==> config.mk <==
export PLATFORM = sky130hd
export DESIGN_NAME = scra_ctrl
export DESIGN_NICKNAME = d
export VERILOG_FILES = /design/src/sv/scra_pkg.sv /design/src/sv/scra_ctrl.sv
export SDC_FILE = /design/constraint.sdc
export NUM_CORES = 1
export LEC_CHECK = 0
export ABC_AREA = 1
export BUFFER_PORTS_ARGS = -buffer_cell sky130_fd_sc_hd__clkbuf_2
export CORE_AREA = 2 2 39 41
export CTS_BUF_LIST = sky130_fd_sc_hd__clkbuf_8 sky130_fd_sc_hd__clkbuf_16
export DETAILED_ROUTE_END_ITERATION = 12
export DIE_AREA = 0 0 41 43
export HOLD_SLACK_MARGIN = 0.12
export PLACE_DENSITY_LB_ADDON = 0.15
export SLEW_MARGIN = 20
export SYNTH_ARGS = -nofsm -noshare
export SYNTH_HDL_FRONTEND = slang
export SYNTH_SLANG_ARGS = --single-unit
export TNS_END_PERCENT = 30
==> constraint.sdc <==
create_clock -name clk -period 0.97 [get_ports clk]
set_input_delay 0.0485 -clock clk [delete_from_list [all_inputs] [get_ports clk]]
set_output_delay 0.0485 -clock clk [all_outputs]
set_load 0.01 [all_outputs]
==> src/sv/scra_pkg.sv <==
package scra_pkg;

  localparam int HEAP_BYTES   = 65536;
  localparam int SIZE_CLASSES = 256;
  localparam int STORE_DEPTH  = HEAP_BYTES / 8;
  localparam int IDX_W        = $clog2(STORE_DEPTH);
  localparam int CLS_W        = $clog2(SIZE_CLASSES);
  localparam int BP_W         = 17;
  localparam int ADDR_W       = 16;
  localparam int SIZE_W       = 16;
  localparam int CMD_W        = 3;
  localparam int ST_W         = 4;
  localparam int HDR_W        = 48;

  localparam logic [CMD_W-1:0] CMD_ALLOC     = 3'd0;
  localparam logic [CMD_W-1:0] CMD_ATTACH    = 3'd1;
  localparam logic [CMD_W-1:0] CMD_DETACH    = 3'd2;
  localparam logic [CMD_W-1:0] CMD_PREDETACH = 3'd3;
  localparam logic [CMD_W-1:0] CMD_GUARD     = 3'd4;

  localparam logic [ST_W-1:0] ST_OK       = 4'd0;
  localparam logic [ST_W-1:0] ST_LAST     = 4'd1;
  localparam logic [ST_W-1:0] ST_COPY     = 4'd2;
  localparam logic [ST_W-1:0] ST_BAD_SIZE = 4'd3;
  localparam logic [ST_W-1:0] ST_TOO_BIG  = 4'd4;
  localparam logic [ST_W-1:0] ST_OOM      = 4'd5;
  localparam logic [ST_W-1:0] ST_FREE_OBJ = 4'd6;
  localparam logic [ST_W-1:0] ST_UNINIT   = 4'd7;
  localparam logic [ST_W-1:0] ST_CONST    = 4'd8;
  localparam logic [ST_W-1:0] ST_OVERFLOW = 4'd9;

  localparam logic [15:0]     COUNT_ONE     = 16'h0001;
  localparam logic [15:0]     GUARD_PAIR    = 16'h4002;
  localparam logic [13:0]     CNT_FIELD_MAX = 14'h3FFF;
  localparam logic [BP_W-1:0] BP_RESET      = 17'd16;

  typedef enum logic [2:0] {
    S_IDLE, S_DISP, S_HDAT, S_ASZ, S_AHD, S_APOP, S_FPSH, S_DONE
  } state_t;

  typedef struct packed {
    logic capture;
    logic dispatch;
    logic hdata;
    logic a_size;
    logic a_head;
    logic a_pop;
    logic f_push;
    logic finish;
  } ctl_t;

  typedef struct packed {
    logic imm_done;
    logic go_alloc;
    logic h_alloc;
    logic h_free;
    logic a_err;
    logic a_hit;
    logic out_free;
  } sts_t;

endpackage

==> src/sv/scra_ctrl.sv <==
module scra_ctrl import scra_pkg::*; (
  input  logic clk,
  input  logic rst_n,
  input  logic in_valid,
  input  sts_t sts,
  output logic in_stall,
  output ctl_t ctl
);

  state_t state_r, state_nxt;

  always_ff @(posedge clk) begin
    if (!rst_n) begin
      state_r <= S_IDLE;
    end else begin
      state_r <= state_nxt;
    end
  end

  always_comb begin
    state_nxt = state_r;
    case (state_r)
      S_IDLE: if (in_valid) state_nxt = S_DISP;
      S_DISP: begin
        if (sts.imm_done)      state_nxt = S_DONE;
        else if (sts.go_alloc) state_nxt = S_ASZ;
        else                   state_nxt = S_HDAT;
      end
      S_HDAT: begin
        if (sts.h_alloc)     state_nxt = S_ASZ;
        else if (sts.h_free) state_nxt = S_FPSH;
        else                 state_nxt = S_DONE;
      end
      S_ASZ:  state_nxt = sts.a_err ? S_DONE : S_AHD;
      S_AHD:  state_nxt = sts.a_hit ? S_APOP : S_DONE;
      S_APOP: state_nxt = S_DONE;
      S_FPSH: state_nxt = S_DONE;
      S_DONE: if (sts.out_free) state_nxt = S_IDLE;
      default: state_nxt = S_IDLE;
    endcase
  end

  always_comb begin
    ctl      = '0;
    in_stall = (state_r != S_IDLE);
    case (state_r)
      S_IDLE: ctl.capture  = in_valid;
      S_DISP: ctl.dispatch = 1'b1;
      S_HDAT: ctl.hdata    = 1'b1;
      S_ASZ:  ctl.a_size   = 1'b1;
      S_AHD:  ctl.a_head   = 1'b1;
      S_APOP: ctl.a_pop    = 1'b1;
      S_FPSH: ctl.f_push   = 1'b1;
      S_DONE: ctl.finish   = sts.out_free;
      default: ctl = '0;
    endcase
  end

endmodule

==> run_results.csv, run 1 <==
group,metric,value,unit
status,violations,"setup timing",
logic_synthesis,syn-num-nets,65,
clock_tree,htreeDepth,1,
place,post-place-ws,-67.9,ps
finish,top_regs,"state_r x3",
sta,finalCriticalPeriod,1120,ps
global_route,grt_max_degree,12,
logic_synthesis,synth_xor_area_frac,0,
finish,layout_common_cells,"nand2_1 (11), inv_1 (10), clkbuf_2 (10)",
logic_synthesis,synth_top_family_by_area,"simple AND/OR/NAND/NOR gates",
sta,layout_setup_ws,-149,ps
logic_synthesis,yosys-mux-area-fraction,0,
sta,maxSlewHeadroom,0.890,
finish,drive_above_1_share,0.517,
die,pin_count,19,
die,die_y,43,um
finish,syn_to_final_growth,93.8,%
clock_tree,worst_skew_pair.late_latency,220,ps
logic_synthesis,seq_area_frac_synth,0.198,
detailed_routing,firstDrtPassIters,4,
sta,finalCritPeriodShare,1.15,
finish,final_common_cell,"nand2_1",
logic_synthesis,synth-main-ff-cell,"dfxtp_1",
sta,worst_hold_slack,157,ps
place,dpl.hpwl,662,um
worst_setup_path,cp.required,920,ps
finish,fillers,141,
logic_synthesis,synth_edf_count,0,
power_and_ir_drop,vdd.ir_drop.worst,0.00118,V
worst_setup_path,critPathKind,"flop to output port",
logic_synthesis,synth_top_area_share,0.198,
sta,slew_viol_final,0,
logic_synthesis,async_flop_share,0,
die,die_area,0.00176,mm^2
detailed_routing,final_antenna_net_count,0,
logic_synthesis,ys_types,15,
worst_setup_path,worstPathArrival,1070,ps
sta,timing_hold_violations_final,0,
global_route,grt_remaining_overflow,0,
detailed_routing,routed_wl,935,um
clock_tree,clkTransAtPathRegs,30,ps
worst_setup_path,start_kind,"flop",
finish,num_antenna_cells,0,
die,start_util,0.219,
global_route,grt_usage,0.122,
hold_path,hold_path.class,"primary input to flop",
logic_synthesis,synth_fa_ha_area_frac,0,
power_and_ir_drop,power_density,3220,mW/mm^2
global_route,antenna_found_initial,0,
sta,rsz0062_at_grt,"true",
logic_synthesis,yosys-top-cells-area,"dfxtp_1 (20%), nand2_1 (16%), inv_1 (11%)",
place,globalplace.congestion,0.649,
hold_path,hold_depth,5,
place,numPortBuffers,18,
finish,nNetsFinal,98,
logic_synthesis,yosys_warnings,0,
clock_tree,cts.sinks,3,
finish,regMostFlops,"state_r",
worst_setup_path,cp_max_fo,6,
status,status,"finished, violations left",
die,rows,14,
sta,finalSetupTns,-939,ps
detailed_routing,viasPerCell,4.25,
worst_setup_path,reg2reg_depth,7,
logic_synthesis,syn_avg_cell_area,5.51,um^2
sta,worstMarginPinSlew,163,ps
logic_synthesis,synth_top_area_cell,"dfxtp_1",
detailed_routing,routed-via-count,438,
job,max_cap_viol_count,0,
finish,largest_reg_flops,3,
worst_setup_path,endpoint_kind,"output port",
global_route,grt_pass1_wl,1.39,mm
logic_synthesis,ys_ff_latch,3,
sta,fmax,0.894,GHz
detailed_routing,wl_per_cell,9.08,um
clock_tree,cts_tree,"yes",
logic_synthesis,netlist_area,303,um^2
die,coreArea,0.00138,mm^2
detailed_routing,drtIter0Drc,9,
finish,regArea,71.3,um^2
logic_synthesis,synth_compound_area_frac,0.0661,
global_route,grt_pass1_vias,377,
sta,finalClockSkew,1.55,ps
clock_tree,cts.path.max_buffers,2,
clock_tree,numCtsBuffers,3,
sta,setup_viol,12,
die,fp.dieW,41,um
clock_tree,clock-root-buffer,"clkbuf_8",
power_and_ir_drop,leakagePower,0.365,nW
finish,final_util,0.424,
logic_synthesis,synth-simple-area-share,0.537,
logic_synthesis,synthCells,55,
detailed_routing,drc,0,
finish,multiInputGateArea,204,um^2
==> cells by family (layout without fill, tap and decap cells) <==
logic type | Yosys count | after routing
simple gates | 34 | 34
buf+inv | 14 | 46
compound gates | 4 | 4
flops | 3 | 3
==> final cells by class <==
class                   instances  share of cell area
inverters                      13               0.104
flip-flops and latches          3               0.122
clock inverters                 1             0.00640
clock buffers                   3              0.0704
multi-input cells              38               0.348
well taps                      16              0.0341
repair buffers                 29               0.316
==> routing by layer <==
metal / vias to the layer above / wire length (um) / global-route usage
met3: 2 / 41 / 0.0471
met2: 10 / 486 / 0.188
met5: - / 0 / 0
met4: 0 / 14 / 0.0800
li1: 233 / - / -
met1: 193 / 392 / 0.129
==> repair_timing <==
| action | CTS | global route |
|---|---|---|
| pin swaps | 3 | 1 |
| endpoints found under the hold margin | 3 | 0 |
| buffers inserted | 3 | 2 |
| gates resized for setup | 10 | 15 |
| endpoints found under the setup margin | 12 | 12 |
| hold buffers | 1 | 0 |
==> synth_stat cells (2+ instances only) <==
library cell / n
nand2_2: 2
dfxtp_1: 3
nand3_1: 4
inv_2: 4
nand2_1: 13
nor3_1: 2
nor3_2: 2
a21oi_1: 2
nor2_1: 9
inv_1: 9
==> critical path, stage by stage, from the launching register on <==
cell and delay (ps):
dfxtp_4 390, inv_8 50, nor3_4 190, buf_4 130, buf_6 90
==> power by group <==
| group | internal [mW] | switching [mW] |
|---|---|---|
| Clock | 0.270 | 0.0920 |
| Sequential | 0.226 | 0.149 |
| Combinational | 0.533 | 0.619 |
==> through the flow <==
step / std cells / cell area (um^2) / total power, mW
floorplan: 55 / 313 / 0.919
global placement: 93 / 449 / 1.25
detailed placement: 93 / 449 / 1.25
CTS: 101 / 556 / 1.76
global route: 103 / 587 / 2.06
finish: 103 / 587 / 1.89
==> worst paths after layout <==
path                   start         end  slack (ps)
hold / removal        sts[2]  state_r[1]         160
setup / recovery  state_r[2]      ctl[0]        -150
hold reg to reg   state_r[2]  state_r[0]         680
setup reg to reg  state_r[0]  state_r[0]         -60
Note: power is estimated with default switching activity, not from simulation.
==> run 2, diff against run 1 <==
Settings changed: TNS_END_PERCENT 30 to not set.
Clock period 0.97 ns to 1.3 ns, I/O delays scaled along.
==> run 2 against run 1 <==
  * Wire length is 19% lower
  * Largest cell class unchanged
  * Critical path depth is 1 lower
  * Die area stayed put
  * Combinational power is 48% lower
  * Register-to-register slack better by 300 ps
  * Power is 42% lower
  * Clock power is 28% lower
  * Critical path type unchanged
  * Via count is 14% lower
  * Highest routed layer unchanged
  * Non-clock buffer count is 10 lower
  * The flow now finishes without violations
  * Clock-buffer cell count stayed put
==> run_results.csv, run 2 (synthesized netlist as in run 1, its figures left out) <==
group,metric,value,unit
die,fp.dieW,41,um
global_route,grt_pass1_wl,1.16,mm
sta,slew_viol_final,0,
place,dpl.hpwl,639,um
power_and_ir_drop,netSwitchingPower,0.524,mW
detailed_routing,firstDrtPassIters,4,
power_and_ir_drop,power.share.switching,0.478,
sta,finalClockSkew,0.470,ps
clock_tree,clkTransAtPathRegs,30,ps
power_and_ir_drop,vdd.ir_drop.worst,0.000770,V
power_and_ir_drop,power_density,2370,mW/mm^2
place,globalplace.congestion,0.700,
sta,finalSetupTns,0,ps
finish,nNetsFinal,88,
sta,worstMarginPinSlew,236,ps
hold_path,hold_path.class,"primary input to flop",
finish,largest_reg_flops,3,
sta,timing_hold_violations_final,0,
die,pin_count,19,
hold_path,hold_start,"sts[2]",
job,max_cap_viol_count,0,
worst_setup_path,critPathKind,"flop to output port",
detailed_routing,wl_per_cell,8.14,um
finish,drive_above_1_share,0.429,
die,rows,14,
die,die_area,0.00176,mm^2
worst_setup_path,reg2reg_from,"state_r[0]",
die,start_util,0.219,
worst_setup_path,crit_path_start,"state_r[2]",
worst_setup_path,cp_max_fo,11,
die,die_y,43,um
clock_tree,postCtsSetupBuffers,0,
finish,final_common_cell,"clkbuf_2",
global_route,grt_remaining_overflow,0,
sta,worst_hold_slack,161,ps
finish,regMostFlops,"state_r",
worst_setup_path,endpoint_kind,"output port",
sta,fmax,0.855,GHz
sta,setup_viol,0,
detailed_routing,final_antenna_net_count,0,
power_and_ir_drop,seqPwrFrac,0.216,
finish,layout_common_cells,"clkbuf_2 (18), nand2_1 (12), inv_1 (10)",
global_route,antenna_found_initial,0,
worst_setup_path,cp.required,1240,ps
detailed_routing,routed-via-count,375,
detailed_routing,drc,0,
power_and_ir_drop,leakagePower,0.286,nW
status,status,"finished, final reports clean",
detailed_routing,viasPerCell,4.03,
die,coreArea,0.00138,mm^2
sta,finalCriticalPeriod,1170,ps
sta,finalCritPeriodShare,0.900,
sta,maxSlewHeadroom,0.843,
global_route,grt_max_degree,12,
clock_tree,htreeDepth,1,
sta,rsz0062_at_grt,"false",
clock_tree,cts.sinks,3,
finish,num_antenna_cells,0,
global_route,grt_usage,0.0982,
power_and_ir_drop,p_int,0.571,mW
place,numPortBuffers,18,
clock_tree,clock-root-buffer,"clkbuf_8",
worst_setup_path,worstPathArrival,1100,ps
clock_tree,worst_skew_pair.late_latency,210,ps
clock_tree,cts_tree,"yes",
finish,top_regs,"state_r x3",
global_route,grt_pass1_vias,289,
clock_tree,numCtsBuffers,3,
finish,syn_to_final_growth,52.5,%
clock_tree,cts.path.max_buffers,2,
power_and_ir_drop,p_clk_frac,0.237,
detailed_routing,routed_wl,757,um
worst_setup_path,start_kind,"flop",
detailed_routing,drtIter0Drc,2,
power_and_ir_drop,pwr-share-comb,0.547,
==> run 2: cell type report <==
class | instances | area [um^2]
well taps | 16 | 20.0
inverters | 13 | 48.8
clock inverters | 1 | 3.75
repair buffers | 19 | 100
multi-input cells | 38 | 185
fillers | 159 | 922
flip-flops and latches | 3 | 62.6
clock buffers | 3 | 41.3
==> run 2: path summary, 6_finish.rpt <==
kind / endpoint / slack [ps] / cells past startpoint
setup reg to reg: state_r[2] / 240 / 5
hold reg to reg: state_r[1] / 670 / 4
hold / removal: state_r[1] / 160 / 5
setup / recovery: ctl[2] / 130 / 3
==> run 2: power by group through the flow <==
stage / clock network [mW] / registers, mW / logic, mW
final: 0.260 / 0.236 / 0.599
after global routing: 0.277 / 0.243 / 0.696
after CTS: 0.270 / 0.228 / 0.599
after detailed placement: 0 / 0.229 / 0.594
after global placement: 0 / 0.229 / 0.598
after floorplan: 0 / 0.215 / 0.451
==> run 2: critical path, stage by stage, from the launching register on <==
cell and delay, ps:
dfxtp_2 390, inv_2 110, nor3_1 220, clkbuf_2 170
==> run 2: what timing repair did <==
item / in CTS / in global routing
hold buffers: 1 / 0
gates resized for setup: 0 / 3
endpoints found under the setup margin: 0 / 6
hold endpoints to repair: 3 / 0
==> run 2: metal layers <==
layer,vias to the layer above,part of all wire,GRT usage
li1,209,-,-
met1,152,0.48,0.137
met2,12,0.44,0.125
met3,2,0.057,0.0157
met4,0,0.025,0.0800
met5,-,0,0
==> run 2: metrics by stage <==
step / worst slack [ps] / power [mW] / std cells / util / instance area, um^2
2_1_floorplan: 226 / 0.666 / 55 / - / 303
4_1_cts: 7.11 / 1.10 / 93 / 0.330 / 457
5_1_grt: 17.8 / 1.22 / 93 / 0.334 / 462
6_report: 130 / 1.09 / 93 / 0.334 / 462
3_5_place_dp: 133 / 0.823 / 88 / 0.290 / 402
3_3_place_gp: 134 / 0.827 / 88 / 0.290 / 402
